File: src/rtl/core/adts_ff_pkg.sv
// adts_ff_pkg: shared types, constants and the rate table of the ADTS frame finder.
// No dependencies; used by adts_ff_frame_if and every module in rtl/core.
package adts_ff_pkg;

	localparam int POSITION_WIDTH_DEF    = 32;
	localparam int SAMPLES_PER_FRAME_DEF = 1024;
	localparam int QUEUE_DEPTH_DEF       = 4;

	localparam int OFFSET_W = 32;
	localparam int FLEN_W   = 13;
	localparam int IDX_W    = 4;
	localparam int RATE_W   = 17;
	localparam int TIME_W   = 64;
	localparam int INC_W    = 32;

	localparam logic [1:0] PH_HUNT   = 2'd0;
	localparam logic [1:0] PH_GATHER = 2'd1;
	localparam logic [1:0] PH_SKIP   = 2'd2;

	localparam logic [7:0]        SYNC_BYTE    = 8'hFF;
	localparam logic [3:0]        SYNC_NIBBLE  = 4'hF;
	localparam logic [2:0]        HDR_LAST     = 3'd6;
	localparam logic [FLEN_W-1:0] HDR_LEN      = 13'd7;
	localparam logic [IDX_W-1:0]  IDX_LAST_VALID = 4'd12;

	typedef struct packed {
		logic                clear;
		logic [OFFSET_W-1:0] offset;
		logic [FLEN_W-1:0]   flen;
		logic                crc;
		logic [IDX_W-1:0]    idx;
	} hdr_rec_t;

	function automatic logic [RATE_W-1:0] rate_of(input logic [IDX_W-1:0] idx);
		logic [RATE_W-1:0] r;
		case (idx)
			4'd0:    r = 17'd96000;
			4'd1:    r = 17'd88200;
			4'd2:    r = 17'd64000;
			4'd3:    r = 17'd48000;
			4'd4:    r = 17'd44100;
			4'd5:    r = 17'd32000;
			4'd6:    r = 17'd24000;
			4'd7:    r = 17'd22050;
			4'd8:    r = 17'd16000;
			4'd9:    r = 17'd12000;
			4'd10:   r = 17'd11025;
			4'd11:   r = 17'd8000;
			4'd12:   r = 17'd7350;
			default: r = '0;
		endcase
		return r;
	endfunction

endpackage

File: src/rtl/core/adts_ff_byte_if.sv
// adts_ff_byte_if: valid/ready channel carrying one stream byte per item.
// Depends on nothing.
interface adts_ff_byte_if;
	logic       valid;
	logic       ready;
	logic [7:0] data_byte;
	logic       restart;

	modport source (output valid, data_byte, restart, input ready);
	modport sink   (input valid, data_byte, restart, output ready);
endinterface

File: src/rtl/core/adts_ff_frame_if.sv
// adts_ff_frame_if: valid/ready channel carrying one decoded ADTS header per item.
// Depends on adts_ff_pkg for field widths.
interface adts_ff_frame_if;
	logic                             valid;
	logic                             ready;
	logic [adts_ff_pkg::OFFSET_W-1:0] frame_offset;
	logic [adts_ff_pkg::FLEN_W-1:0]   frame_length;
	logic                             crc_present;
	logic [adts_ff_pkg::IDX_W-1:0]    rate_index;
	logic [adts_ff_pkg::RATE_W-1:0]   rate_hz;
	logic                             rate_valid;
	logic [adts_ff_pkg::TIME_W-1:0]   timestamp_us;

	modport source (output valid, frame_offset, frame_length, crc_present, rate_index,
		rate_hz, rate_valid, timestamp_us, input ready);
	modport sink   (input valid, frame_offset, frame_length, crc_present, rate_index,
		rate_hz, rate_valid, timestamp_us, output ready);
endinterface

File: src/rtl/core/adts_ff_front.sv
// adts_ff_front: sync hunt, header capture and frame skip, one byte per cycle while the queue is not full.
// Depends on adts_ff_pkg and adts_ff_byte_if; pushes header records into the queue.
module adts_ff_front #(
	parameter int POSITION_WIDTH = adts_ff_pkg::POSITION_WIDTH_DEF
) (
	input  logic                  clk,
	input  logic                  arst_n,
	adts_ff_byte_if.sink          bytes,
	output logic                  q_push,
	output adts_ff_pkg::hdr_rec_t q_rec,
	input  logic                  q_full
);

	logic [1:0]                       phase_q, phase_n, eff_phase;
	logic [2:0]                       cnt_q, cnt_n, eff_cnt;
	logic [adts_ff_pkg::FLEN_W-1:0]   skip_q, skip_n, eff_skip, flen;
	logic [POSITION_WIDTH-1:0]        pos_q, eff_pos, sync_q, sync_n;
	logic                             pend_q;
	logic                             crc_q, crc_n;
	logic [adts_ff_pkg::IDX_W-1:0]    idx_q, idx_n;
	logic [1:0]                       fhi_q, fhi_n;
	logic [7:0]                       fmid_q, fmid_n;
	logic [2:0]                       flo_q, flo_n;
	logic                             accept, emit;
	logic [7:0]                       b;

	assign bytes.ready = !q_full;
	assign accept      = bytes.valid && bytes.ready;
	assign b           = bytes.data_byte;

	assign eff_phase = bytes.restart ? adts_ff_pkg::PH_HUNT : phase_q;
	assign eff_cnt   = bytes.restart ? 3'd0 : cnt_q;
	assign eff_skip  = bytes.restart ? '0 : skip_q;
	assign eff_pos   = bytes.restart ? '0 : pos_q;
	assign flen      = {fhi_q, fmid_q, flo_q};

	always_comb begin
		phase_n = eff_phase;
		cnt_n   = eff_cnt;
		skip_n  = eff_skip;
		sync_n  = sync_q;
		crc_n   = crc_q;
		idx_n   = idx_q;
		fhi_n   = fhi_q;
		fmid_n  = fmid_q;
		flo_n   = flo_q;
		emit    = 1'b0;
		case (eff_phase)
			adts_ff_pkg::PH_GATHER: begin
				if (eff_cnt == 3'd1) begin
					if (b[7:4] == adts_ff_pkg::SYNC_NIBBLE) begin
						crc_n = !b[0];
						cnt_n = 3'd2;
					end else if (b == adts_ff_pkg::SYNC_BYTE) begin
						cnt_n  = 3'd1;
						sync_n = eff_pos;
					end else begin
						phase_n = adts_ff_pkg::PH_HUNT;
						cnt_n   = 3'd0;
					end
				end else if (eff_cnt >= 3'd2 && eff_cnt <= adts_ff_pkg::HDR_LAST) begin
					cnt_n = eff_cnt + 3'd1;
					case (eff_cnt)
						3'd2:    idx_n  = b[5:2];
						3'd3:    fhi_n  = b[1:0];
						3'd4:    fmid_n = b;
						3'd5:    flo_n  = b[7:5];
						default: begin
							emit  = 1'b1;
							cnt_n = 3'd0;
							if (flen > adts_ff_pkg::HDR_LEN) begin
								skip_n  = flen - adts_ff_pkg::HDR_LEN;
								phase_n = adts_ff_pkg::PH_SKIP;
							end else begin
								skip_n  = '0;
								phase_n = adts_ff_pkg::PH_HUNT;
							end
						end
					endcase
				end else begin
					phase_n = adts_ff_pkg::PH_HUNT;
					cnt_n   = 3'd0;
				end
			end
			adts_ff_pkg::PH_SKIP: begin
				if (eff_skip != '0)
					skip_n = eff_skip - 13'd1;
				if (skip_n == '0)
					phase_n = adts_ff_pkg::PH_HUNT;
			end
			default: begin
				if (b == adts_ff_pkg::SYNC_BYTE) begin
					phase_n = adts_ff_pkg::PH_GATHER;
					cnt_n   = 3'd1;
					sync_n  = eff_pos;
				end else begin
					phase_n = adts_ff_pkg::PH_HUNT;
				end
			end
		endcase
	end

	assign q_push       = accept && emit;
	assign q_rec.clear  = pend_q;
	assign q_rec.offset = adts_ff_pkg::OFFSET_W'(sync_q);
	assign q_rec.flen   = flen;
	assign q_rec.crc    = crc_q;
	assign q_rec.idx    = idx_q;

	always_ff @(posedge clk or negedge arst_n) begin
		if (!arst_n) begin
			phase_q <= adts_ff_pkg::PH_HUNT;
			cnt_q   <= 3'd0;
			skip_q  <= '0;
			pos_q   <= '0;
			sync_q  <= '0;
			pend_q  <= 1'b0;
		end else if (accept) begin
			phase_q <= phase_n;
			cnt_q   <= cnt_n;
			skip_q  <= skip_n;
			pos_q   <= eff_pos + POSITION_WIDTH'(1);
			sync_q  <= sync_n;
			if (bytes.restart)
				pend_q <= 1'b1;
			else if (emit)
				pend_q <= 1'b0;
		end
	end

	always_ff @(posedge clk) begin
		if (accept) begin
			crc_q  <= crc_n;
			idx_q  <= idx_n;
			fhi_q  <= fhi_n;
			fmid_q <= fmid_n;
			flo_q  <= flo_n;
		end
	end

`ifndef SYNTH
	a_push_from_last_hdr_byte: assert property (@(posedge clk) disable iff (!arst_n)
		q_push |-> (!bytes.restart && phase_q == adts_ff_pkg::PH_GATHER
			&& cnt_q == adts_ff_pkg::HDR_LAST))
		else $error("header pushed outside last header byte");
	a_cnt_only_gathering: assert property (@(posedge clk) disable iff (!arst_n)
		(phase_q != adts_ff_pkg::PH_GATHER) |-> (cnt_q == 3'd0))
		else $error("header count nonzero outside gathering");
	a_gather_cnt_range: assert property (@(posedge clk) disable iff (!arst_n)
		(phase_q == adts_ff_pkg::PH_GATHER) |->
			(cnt_q != 3'd0 && cnt_q <= adts_ff_pkg::HDR_LAST))
		else $error("header count out of range while gathering");
`endif

endmodule

File: src/rtl/core/adts_ff_queue.sv
// adts_ff_queue: small register queue of header records between front and back.
// Depends on adts_ff_pkg for the record type.
module adts_ff_queue #(
	parameter int DEPTH = adts_ff_pkg::QUEUE_DEPTH_DEF
) (
	input  logic                  clk,
	input  logic                  arst_n,
	input  logic                  push,
	input  adts_ff_pkg::hdr_rec_t wr_rec,
	output logic                  full,
	input  logic                  pop,
	output adts_ff_pkg::hdr_rec_t rd_rec,
	output logic                  empty
);

	localparam int PTR_W = (DEPTH > 1) ? $clog2(DEPTH) : 1;
	localparam int CNT_W = $clog2(DEPTH + 1);

	adts_ff_pkg::hdr_rec_t slot_q [DEPTH];
	logic [PTR_W-1:0]      wp_q, rp_q;
	logic [CNT_W-1:0]      count_q;

	assign full   = (count_q == CNT_W'(DEPTH));
	assign empty  = (count_q == '0);
	assign rd_rec = slot_q[rp_q];

	always_ff @(posedge clk or negedge arst_n) begin
		if (!arst_n) begin
			wp_q    <= '0;
			rp_q    <= '0;
			count_q <= '0;
		end else begin
			if (push)
				wp_q <= (wp_q == PTR_W'(DEPTH - 1)) ? '0 : wp_q + PTR_W'(1);
			if (pop)
				rp_q <= (rp_q == PTR_W'(DEPTH - 1)) ? '0 : rp_q + PTR_W'(1);
			if (push && !pop)
				count_q <= count_q + CNT_W'(1);
			else if (pop && !push)
				count_q <= count_q - CNT_W'(1);
		end
	end

	always_ff @(posedge clk) begin
		if (push)
			slot_q[wp_q] <= wr_rec;
	end

`ifndef SYNTH
	a_no_overflow: assert property (@(posedge clk) disable iff (!arst_n)
		!(push && full) && !(pop && empty) && count_q <= CNT_W'(DEPTH))
		else $error("queue overflow or underflow");
`endif

endmodule

File: src/rtl/core/adts_ff_back.sv
// adts_ff_back: rate lookup, timestamp accumulation and the output register.
// Depends on adts_ff_pkg and adts_ff_frame_if; drains header records from the queue.
module adts_ff_back #(
	parameter int SAMPLES_PER_FRAME = adts_ff_pkg::SAMPLES_PER_FRAME_DEF
) (
	input  logic                  clk,
	input  logic                  arst_n,
	input  logic                  q_empty,
	input  adts_ff_pkg::hdr_rec_t q_rec,
	output logic                  q_pop,
	adts_ff_frame_if.source       frames
);

	localparam longint unsigned USF = 64'd1000000 * 64'(SAMPLES_PER_FRAME);
	localparam logic [adts_ff_pkg::INC_W-1:0] INC [13] = '{
		32'(USF / 96000), 32'(USF / 88200), 32'(USF / 64000), 32'(USF / 48000),
		32'(USF / 44100), 32'(USF / 32000), 32'(USF / 24000), 32'(USF / 22050),
		32'(USF / 16000), 32'(USF / 12000), 32'(USF / 11025), 32'(USF / 8000),
		32'(USF / 7350)
	};

	logic [adts_ff_pkg::TIME_W-1:0] time_q, time_base, time_n;
	logic [adts_ff_pkg::INC_W-1:0]  inc;
	logic                           valid_idx;
	logic                           vld_q;

	assign valid_idx = (q_rec.idx <= adts_ff_pkg::IDX_LAST_VALID);
	assign inc       = valid_idx ? INC[q_rec.idx] : '0;
	assign time_base = q_rec.clear ? '0 : time_q;
	assign time_n    = time_base + adts_ff_pkg::TIME_W'(inc);

	assign q_pop        = !q_empty && (!vld_q || frames.ready);
	assign frames.valid = vld_q;

	always_ff @(posedge clk or negedge arst_n) begin
		if (!arst_n) begin
			vld_q  <= 1'b0;
			time_q <= '0;
		end else begin
			if (q_pop) begin
				vld_q  <= 1'b1;
				time_q <= time_n;
			end else if (frames.ready) begin
				vld_q <= 1'b0;
			end
		end
	end

	always_ff @(posedge clk) begin
		if (q_pop) begin
			frames.frame_offset <= q_rec.offset;
			frames.frame_length <= q_rec.flen;
			frames.crc_present  <= q_rec.crc;
			frames.rate_index   <= q_rec.idx;
			frames.rate_hz      <= adts_ff_pkg::rate_of(q_rec.idx);
			frames.rate_valid   <= valid_idx;
			frames.timestamp_us <= time_n;
		end
	end

`ifndef SYNTH
	a_pop_fills_output: assert property (@(posedge clk) disable iff (!arst_n)
		q_pop |=> (vld_q && frames.timestamp_us == time_q))
		else $error("popped record did not reach the output register");
`endif

endmodule

File: src/rtl/core/adts_frame_finder.sv
// adts_frame_finder: ADTS header finder, one stream byte accepted per cycle unless the queue is full.
// The seventh header byte's record goes through the header queue into the output register.
// Throughput is one byte per cycle; input stalls only when the header queue is full.
// arst_n clears hunt state, counters, position, timestamp, queue and output valid.
// No clearing pass: the block is ready for bytes as soon as reset is released.
module adts_frame_finder #(
	parameter int POSITION_WIDTH    = adts_ff_pkg::POSITION_WIDTH_DEF,
	parameter int SAMPLES_PER_FRAME = adts_ff_pkg::SAMPLES_PER_FRAME_DEF,
	parameter int QUEUE_DEPTH       = adts_ff_pkg::QUEUE_DEPTH_DEF
) (
	input  logic            clk,
	input  logic            arst_n,
	adts_ff_byte_if.sink    bytes,
	adts_ff_frame_if.source frames
);

	logic                  q_push, q_pop, q_full, q_empty;
	adts_ff_pkg::hdr_rec_t wr_rec, rd_rec;

	adts_ff_front #(
		.POSITION_WIDTH (POSITION_WIDTH)
	) u_front (
		.clk    (clk),
		.arst_n (arst_n),
		.bytes  (bytes),
		.q_push (q_push),
		.q_rec  (wr_rec),
		.q_full (q_full)
	);

	adts_ff_queue #(
		.DEPTH (QUEUE_DEPTH)
	) u_queue (
		.clk    (clk),
		.arst_n (arst_n),
		.push   (q_push),
		.wr_rec (wr_rec),
		.full   (q_full),
		.pop    (q_pop),
		.rd_rec (rd_rec),
		.empty  (q_empty)
	);

	adts_ff_back #(
		.SAMPLES_PER_FRAME (SAMPLES_PER_FRAME)
	) u_back (
		.clk     (clk),
		.arst_n  (arst_n),
		.q_empty (q_empty),
		.q_rec   (rd_rec),
		.q_pop   (q_pop),
		.frames  (frames)
	);

endmodule
File: src/flat_wrapper.sv
// flat-port wrapper written by rule: the top's interface ports become plain ports
module adts_frame_finder_flat 
#(
	parameter int POSITION_WIDTH    = adts_ff_pkg::POSITION_WIDTH_DEF,
	parameter int SAMPLES_PER_FRAME = adts_ff_pkg::SAMPLES_PER_FRAME_DEF,
	parameter int QUEUE_DEPTH       = adts_ff_pkg::QUEUE_DEPTH_DEF
)
  (clk, arst_n, bytes_valid, bytes_data_byte, bytes_restart, bytes_ready, frames_valid, frames_frame_offset, frames_frame_length, frames_crc_present, frames_rate_index, frames_rate_hz, frames_rate_valid, frames_timestamp_us, frames_ready);
  adts_ff_byte_if bytes_i ();
  adts_ff_frame_if frames_i ();
  input  logic clk;
  input  logic arst_n;
  input wire logic [$bits(bytes_i.valid)-1:0] bytes_valid;
  input wire logic [$bits(bytes_i.data_byte)-1:0] bytes_data_byte;
  input wire logic [$bits(bytes_i.restart)-1:0] bytes_restart;
  output wire logic [$bits(bytes_i.ready)-1:0] bytes_ready;
  output wire logic [$bits(frames_i.valid)-1:0] frames_valid;
  output wire logic [$bits(frames_i.frame_offset)-1:0] frames_frame_offset;
  output wire logic [$bits(frames_i.frame_length)-1:0] frames_frame_length;
  output wire logic [$bits(frames_i.crc_present)-1:0] frames_crc_present;
  output wire logic [$bits(frames_i.rate_index)-1:0] frames_rate_index;
  output wire logic [$bits(frames_i.rate_hz)-1:0] frames_rate_hz;
  output wire logic [$bits(frames_i.rate_valid)-1:0] frames_rate_valid;
  output wire logic [$bits(frames_i.timestamp_us)-1:0] frames_timestamp_us;
  input wire logic [$bits(frames_i.ready)-1:0] frames_ready;
  assign bytes_i.valid = bytes_valid;
  assign bytes_i.data_byte = bytes_data_byte;
  assign bytes_i.restart = bytes_restart;
  assign bytes_ready = bytes_i.ready;
  assign frames_valid = frames_i.valid;
  assign frames_frame_offset = frames_i.frame_offset;
  assign frames_frame_length = frames_i.frame_length;
  assign frames_crc_present = frames_i.crc_present;
  assign frames_rate_index = frames_i.rate_index;
  assign frames_rate_hz = frames_i.rate_hz;
  assign frames_rate_valid = frames_i.rate_valid;
  assign frames_timestamp_us = frames_i.timestamp_us;
  assign frames_i.ready = frames_ready;
  adts_frame_finder #(.POSITION_WIDTH(POSITION_WIDTH), .SAMPLES_PER_FRAME(SAMPLES_PER_FRAME), .QUEUE_DEPTH(QUEUE_DEPTH)) u_core (.clk(clk), .arst_n(arst_n), .bytes(bytes_i), .frames(frames_i));
endmodule
File: config.mk
export PLATFORM = sky130hd
export DESIGN_NAME = adts_frame_finder_flat
export DESIGN_NICKNAME = d
export VERILOG_FILES = /design/src/rtl/core/adts_ff_pkg.sv /design/src/rtl/core/adts_ff_byte_if.sv /design/src/rtl/core/adts_ff_frame_if.sv /design/src/rtl/core/adts_ff_front.sv /design/src/rtl/core/adts_ff_queue.sv /design/src/rtl/core/adts_ff_back.sv /design/src/rtl/core/adts_frame_finder.sv /design/src/flat_wrapper.sv
export SDC_FILE = /design/constraint.sdc
export NUM_CORES = 1
export LEC_CHECK = 0
export BUFFER_PORTS_ARGS = -buffer_cell sky130_fd_sc_hd__buf_4
export CORE_UTILIZATION = 62
export CTS_CLUSTER_SIZE = 14
export DETAILED_ROUTE_END_ITERATION = 6
export PLACE_DENSITY = 0.82
export SLEW_MARGIN = 20
export SYNTH_ARGS = -nofsm -noshare
export SYNTH_HDL_FRONTEND = slang
export SYNTH_SLANG_ARGS = --single-unit
File: constraint.sdc
create_clock -name clk -period 15.7 [get_ports clk]
set_input_delay 0 -clock clk [delete_from_list [all_inputs] [get_ports clk]]
set_output_delay 0 -clock clk [all_outputs]
set_load 0.005 [all_outputs]
==> results of run 1 <==
[layout make-up]
cell class / count / area (um^2)
flip-flops and latches: 509 / 14500
fillers: 2459 / 10400
multi-input cells: 1173 / 8020
clock buffers: 65 / 1360
repair buffers: 174 / 1340
well taps: 468 / 586
clock inverters: 27 / 240
inverters: 50 / 193
[kinds of logic after synthesis]
group | count (synthesis) | synth area share, %
simple gates | 637 | 13.8
flops | 509 | 62.9
compound gates | 332 | 9.32
buf+inv | 140 | 2.36
xor+xnor | 84 | 3.19
mux | 76 | 6.00
fa+ha+maj | 44 | 2.45
[layer usage]
layer	vias up	track usage (%)	part of all wire [%]
met5	-	0	0
met4	0	9.77	2.7
met3	107	3.73	6.0
met2	612	46.9	49
met1	7673	39.4	42
li1	7090	-	-
[power groups by stage]
stage | clock, W | combinational (W) | sequential, W
4_1_cts | 0.00118 | 0.000956 | 0.00173
3_3_place_gp | 0 | 0.000932 | 0.00175
3_5_place_dp | 0 | 0.000948 | 0.00175
6_report | 0.00116 | 0.000952 | 0.00173
5_1_grt | 0.00123 | 0.00104 | 0.00174
2_1_floorplan | 0 | 0.000569 | 0.00176
[path summary, 6_finish.rpt]
path | from | end | cells past startpoint
min in group clk | bytes_data_byte[7] | u_core.u_front.fmid_q[7] | 2
setup reg to reg | u_core.u_queue.rp_q[1] | u_core.u_back.frames.timestamp_us[61] | 16
max in group asynchronous | arst_n | u_core.u_queue.rp_q[0] | 3
setup / recovery | u_core.u_queue.rp_q[1] | u_core.u_back.frames.timestamp_us[61] | 16
hold / removal | arst_n | u_core.u_front.cnt_q[2] | 2
hold reg to reg | u_core.u_back.time_q[0] | u_core.u_back.time_q[0] | 2
[timing repair]
| item | CTS | global route |
|---|---|---|
| endpoints found under the setup margin | 0 | 0 |
| endpoints found under the hold margin | 105 | 0 |
| hold buffers | 12 | 0 |
[worst reg2reg max path, stage by stage, from the launching register on]
cell and delay, ns:
dfrtp_2 0.34, buf_4 0.69, mux2_2 0.43, o21ai_1 0.49, ha_1 0.46, nand2_1 0.18
inv_1 0.16, nand2_1 0.12, o31ai_1 0.18, ha_1 0.33, a21oi_1 0.09, o21ai_0 0.33
a21oi_1 0.18, nand3_1 0.66, nand4_1 0.49, o311a_1 0.49, a41o_1 0.20
[metrics by stage]
step / total power (W) / worst slack, ns / instances / hold slack, ns
floorplan: 0.00233 / 10.55 / 1822 / -0.296
global placement: 0.00268 / 9.92 / 2362 / 0.107
detailed placement: 0.00270 / 9.76 / 2362 / 0.115
CTS: 0.00386 / 9.75 / 2466 / 0.0256
global route: 0.00401 / 9.18 / 2466 / 0.0668
finish: 0.00384 / 9.65 / 2466 / -0.0108
[cells in the mapped netlist (5+ instances only)]
cell | number | area, um^2
inv_1 | 47 | 176
mux2_2 | 18 | 203
xor2_1 | 41 | 359
and2_1 | 11 | 68.8
nor4_1 | 13 | 81.3
a211o_1 | 13 | 114
a21o_1 | 19 | 143
nor2b_1 | 30 | 188
o31ai_1 | 13 | 97.6
a21oi_1 | 79 | 395
dfrtp_1 | 155 | 3880
and3_1 | 20 | 125
buf_2 | 9 | 45.0
nand4_1 | 35 | 219
o21bai_1 | 5 | 37.5
nor4b_1 | 5 | 43.8
clkbuf_1 | 69 | 259
a31oi_1 | 17 | 106
nand2b_1 | 12 | 75.1
a221o_1 | 6 | 60.1
xnor2_1 | 43 | 377
nor3_1 | 41 | 205
buf_1 | 11 | 41.3
mux2i_1 | 10 | 100
or4_1 | 10 | 75.1
nand3_1 | 53 | 265
or3_1 | 20 | 125
o22ai_1 | 7 | 43.8
nand2_1 | 241 | 905
o211ai_1 | 20 | 150
o21ai_0 | 91 | 455
nand3b_1 | 5 | 37.5
mux4_2 | 48 | 1080
ha_1 | 42 | 526
and4_1 | 8 | 70.1
nor2_1 | 102 | 383
edfxtp_1 | 354 | 10600
o21ai_1 | 7 | 35.0
o2111ai_1 | 5 | 43.8
o41ai_1 | 5 | 43.8
[sequential cells by signal (all words and copies together) (netlist names), 3 cells and up]
signal / cells
u_core.u_front.cnt_q: 3
u_core.u_back.frames.timestamp_us: 64
u_core.u_back.frames.frame_offset: 32
u_core.u_front.flo_q: 3
u_core.u_front.fmid_q: 8
u_core.u_queue.slot_q: 204
u_core.u_back.frames.rate_hz: 17
u_core.u_front.pos_q: 32
u_core.u_front.skip_q: 13
u_core.u_back.time_q: 64
u_core.u_front.sync_q: 32
u_core.u_back.frames.frame_length: 13
u_core.u_front.idx_q: 4
u_core.u_back.frames.rate_index: 4
u_core.u_queue.count_q: 3
==> flow_summary.toml, run 1 <==
[power]
p_comb_share_pct = 24.8
p_leak_nw = 10.0
clock_power_share_pct = 30.3
switching_power_w = 0.00113
pwr-share-seq_pct = 44.9
internal_power_w = 0.00271
vdd_drop_max_v = 0.000132
powerDensity_nw_per_um2 = 146
swShare_pct = 29.4

[floorplan]
io_pins = 147
start_util_pct = 63.0
die-area_um2 = 38000
rows = 70
die_h_um = 195
core_um2 = 36600
die_w_um = 195

[cts]
post_cts_buffers = 0
clock_latency_ns = 0.62
cts_buffer_depth = 3
cts_buffers = 49
cts_tree = "built"
h-tree-depth = 2
post_cts_resized = 0
cts_root_buf = "clkbuf_16"
clkSlewWorstSetupHoldPaths_ns = 0.06
clock_sinks = 509

[logic_synthesis]
netlist_area_um2 = 23100
synth-main-ff-cell = "edfxtp_1"
ys_seq_elements = 509
synth_cells = 1822
synth_edf_count = 354
async_reset_ff_share_pct = 30.5
yosysSeqAreaShare_pct = 62.9
synth_nets = 1879
yosys_warnings = 0
synth.distinct_cells = 84
syn-mean-instance-area_um2 = 12.7

[worst_hold_path]
min_path_type = "in2async"

[sta]
timing.final.max_slew_violations = 0
finalHoldWorstSlack_ns = -0.0108
fmax_ghz = 0.165
setup_tns_ns = 0
max_slew_margin_pct = 30.5
fin_skew_ns = 0.0170
setup_violations = 0
grt_setup_unrepaired = "false"
worst_pin_slew_ns = 1.04
finalHoldViolations = 5
period_share_pct = 38.6
finalCriticalPeriod_ns = 6.05

[routing]
first_pass_iters = 7
wl_per_cell_um = 21.4
drc = 0
vias_per_cell = 6.28
ant_nets = 0
drt_iter0_drc = 1506
wl_um = 52800
num_vias = 15500

[critical_path]
cp.required_ns = 16.07
slowest_stage = "buf_4"
cp.arrival_ns = 6.43
cp_num_buf_inv = 2
cp_slowest_stage_delay_ns = 0.69
crit_family = "compound AO/OA/AOI/OAI gates"
crit_path_start_kind = "flop"
r2r_slack_ns = 9.65
worstSetupEndpointType = "flop"
worstPathMaxFanout = 58
critical_path.cell_chain = "buf_4 > mux2_2 > o21ai_1 > ha_1 > nand2_1 > inv_1 > nand2_1 > o31ai_1 > ha_1 > a21oi_1 > o21ai_0 > a21oi_1 > nand3_1 > nand4_1 > o311a_1 > a41o_1"
path_class = "reg2reg"

[final_layout]
final_cell_mix = "edfxtp_1, nand2_1, buf_4"
final_core_util_pct = 71.7
design_area_um2 = 26300
num_antenna_cells = 0
drive_above_1_share_pct = 16.7
final_nets = 2014
final_common_cell = "edfxtp_1"
area_growth_pct = 13.8

[global_route]
antenna_found_initial = 0
grt_pass1_vias = 14900
globalRouteOverflowTotal = 0
grt_first_pass_wirelength_um = 83600
grt_use_total_pct = 28.4
grt_start_max_net_pins = 85

[flow_run]
maxCapViolCount = 0

[placement]
io_buffers = 146
placed_area_um2 = 24500
hpwl_um = 33100
gp_congestion = 0.925

[run_status]
violations = "negative hold slack"
outcome = "finished, violations left"
(Power assumes the default switching activity.)
==> inputs of run 2 (changes only) <==
--- a/config.mk
+++ b/config.mk
@@ -6,10 +6,10 @@
 export NUM_CORES = 1
 export LEC_CHECK = 0
 export BUFFER_PORTS_ARGS = -buffer_cell sky130_fd_sc_hd__buf_4
-export CORE_UTILIZATION = 62
+export CORE_UTILIZATION = 61
 export CTS_CLUSTER_SIZE = 14
 export DETAILED_ROUTE_END_ITERATION = 6
-export PLACE_DENSITY = 0.82
+export PLACE_DENSITY = 0.81
 export SLEW_MARGIN = 20
 export SYNTH_ARGS = -nofsm -noshare
 export SYNTH_HDL_FRONTEND = slang
==> constraint.sdc (replaced) <==
create_clock -name clk -period 6.17 [get_ports clk]
set_input_delay 0 -clock clk [delete_from_list [all_inputs] [get_ports clk]]
set_output_delay 0 -clock clk [all_outputs]
set_load 0.005 [all_outputs]
==> run 2 against run 1 <==
  * The flow now finishes without violations
  * Via count is essentially flat
  * First-iteration DRC count down 14%
  * Register-to-register slack worse by 8.7 ns
  * Cell count is 1.6% higher
  * Clock skew increased by 0.013 ns
  * Hold slack improved by 0.037 ns
  * Highest routed layer unchanged
  * Largest cell class unchanged
==> flow_summary.toml, run 2 (synthesized netlist as in run 1, its figures left out) <==
[global_route]
grt_first_pass_wirelength_um = 84100
grt_pass1_vias = 15500
globalRouteOverflowTotal = 0
grt_start_max_net_pins = 90
grt_use_total_pct = 28.1
antenna_found_initial = 0

[floorplan]
io_pins = 147
core_um2 = 36900
rows = 70
die_h_um = 196
die_w_um = 196
die-area_um2 = 38600
start_util_pct = 62.5

[critical_path]
cp.required_ns = 6.53
path_class = "reg2reg"
crit_path_start_kind = "flop"
cp_slowest_stage_delay_ns = 0.84
worstSetupEndpointType = "flop"
slowest_stage = "o21ai_1"
worstPathMaxFanout = 15
cp.arrival_ns = 5.61
critical_path.cell_chain = "mux2_2 > o21ai_0 > inv_1 > ha_1 > nor2_1 > a31oi_1 > ha_1 > nor2b_1 > o31a_1 > o21ai_0 > a21oi_1 > buf_4 > o21ai_1 > nor2_1 > a31o_2"

[sta]
timing.final.max_slew_violations = 0
fmax_ghz = 0.191
max_slew_margin_pct = 28.4
period_share_pct = 85.0
finalCriticalPeriod_ns = 5.24
grt_setup_unrepaired = "false"
finalHoldViolations = 0
setup_ws_ns = 0.927
setup_tns_ns = 0
worst_pin_slew_ns = 1.07
fin_skew_ns = 0.0299
setup_violations = 0

[cts]
cts_buffers = 50
post_cts_resized = 0
clock_latency_ns = 0.61
h-tree-depth = 2
cts_root_buf = "clkbuf_16"
post_cts_buffers = 0
cts_tree = "built"
clock_sinks = 509
clkSlewWorstSetupHoldPaths_ns = 0.06
cts_hold_buf = 12
cts_buffer_depth = 3

[final_layout]
final_nets = 2018
top_regs = "u_core.u_queue.slot_q: 204 flops, u_core.u_back.frames.timestamp_us: 64 flops, u_core.u_back.time_q: 64 flops"
fillers = 2478
seq_area_um2 = 14500
drive_above_1_share_pct = 17.1
multi_input_area_um2 = 8020
final_common_cell = "edfxtp_1"
area_growth_pct = 14.3
num_antenna_cells = 0
regMostFlops = "u_core.u_queue.slot_q"
final_cell_mix = "edfxtp_1, nand2_1, buf_4"
largest_register_ffs = 204

[power]
swShare_pct = 29.3
internal_power_w = 0.00694
pwr-share-seq_pct = 44.8
p_comb_share_pct = 24.7
p_leak_nw = 10.1
powerDensity_nw_per_um2 = 372
switching_power_w = 0.00288
clock_power_share_pct = 30.6
vdd_drop_max_v = 0.000316

[routing]
drc = 0
wl_per_cell_um = 21.2
drt_iter0_drc = 1293
vias_per_cell = 6.18
ant_nets = 0
wl_um = 53100
first_pass_iters = 6
num_vias = 15500

[run_status]
outcome = "complete, no violations"

[flow_run]
maxCapViolCount = 0

[placement]
place_ws_ns = 1.02
gp_congestion = 0.965
hpwl_um = 34000
io_buffers = 146

[worst_hold_path]
min_path_type = "in2async"
[run 2: changes by cell type in the layout (fill, tap and decap cells not counted), sizes merged]
cell / delta
clkbuf: +2
inv: -1
buf: +3
[run 2: worst max-delay path, delay by kind of cell, from the launching register on]
kind | cells | cell delay [ns]
and+or+nand+nor | 3 | 0.46
muxes | 1 | 0.36
AOI/OAI and AO/OA | 7 | 2.36
DFF | 1 | 0.47
buffers and inverters | 2 | 0.60
adders and majority gates | 2 | 0.74
[run 2: through the flow]
step	utilization, %	hold WS (ns)	total power [W]	instances	instance area, um^2
after detailed placement	66.7	0.148	0.00689	2401	24600
after global routing	71.5	0.117	0.0103	2506	26400
after floorplan	-	-0.296	0.00593	1822	23100
final	71.5	0.0260	0.00982	2506	26400
after CTS	71.5	0.0768	0.00988	2506	26400
after global placement	66.7	0.145	0.00685	2401	24600
[run 2: metal layers]
layer / global-route usage, % / up-vias / part of all wire [%]
met4: 10.6 / 0 / 3.0
met2: 46.5 / 613 / 49
met1: 38.0 / 7658 / 41
met5: 0 / - / 0
li1: - / 7102 / -
met3: 4.16 / 119 / 6.6
[run 2: power by group through the flow]
| stage | sequential, W | combinational [W] | clock [W] |
|---|---|---|---|
| after floorplan | 0.00448 | 0.00145 | 0 |
| after global placement | 0.00445 | 0.00240 | 0 |
| after detailed placement | 0.00446 | 0.00242 | 0 |
| after CTS | 0.00440 | 0.00244 | 0.00304 |
| after global routing | 0.00444 | 0.00265 | 0.00317 |
| final | 0.00439 | 0.00242 | 0.00300 |
[run 2: layout make-up]
cell class / instances / area share [%]
multi-input cells: 1173 / 30.4
repair buffers: 177 / 5.17
flip-flops and latches: 509 / 55.1
clock buffers: 67 / 5.25
clock inverters: 26 / 0.964
inverters: 50 / 0.731
well taps: 504 / 2.39
[run 2: worst paths after layout]
kind | startpoint | endpoint | slack [ns] | depth (start not counted)
max reg2reg | u_core.u_queue.rp_q[1] | u_core.u_back.frames.timestamp_us[52] | 0.93 | 15
min reg2reg | u_core.u_back.time_q[10] | u_core.u_back.time_q[10] | 0.47 | 2
min in group clk | bytes_data_byte[7] | u_core.u_front.fmid_q[7] | 0.13 | 2
max | u_core.u_queue.rp_q[1] | u_core.u_back.frames.timestamp_us[52] | 0.93 | 15
min | arst_n | u_core.u_front.cnt_q[2] | 0.03 | 2
max in group asynchronous | arst_n | u_core.u_queue.rp_q[0] | 4.54 | 3
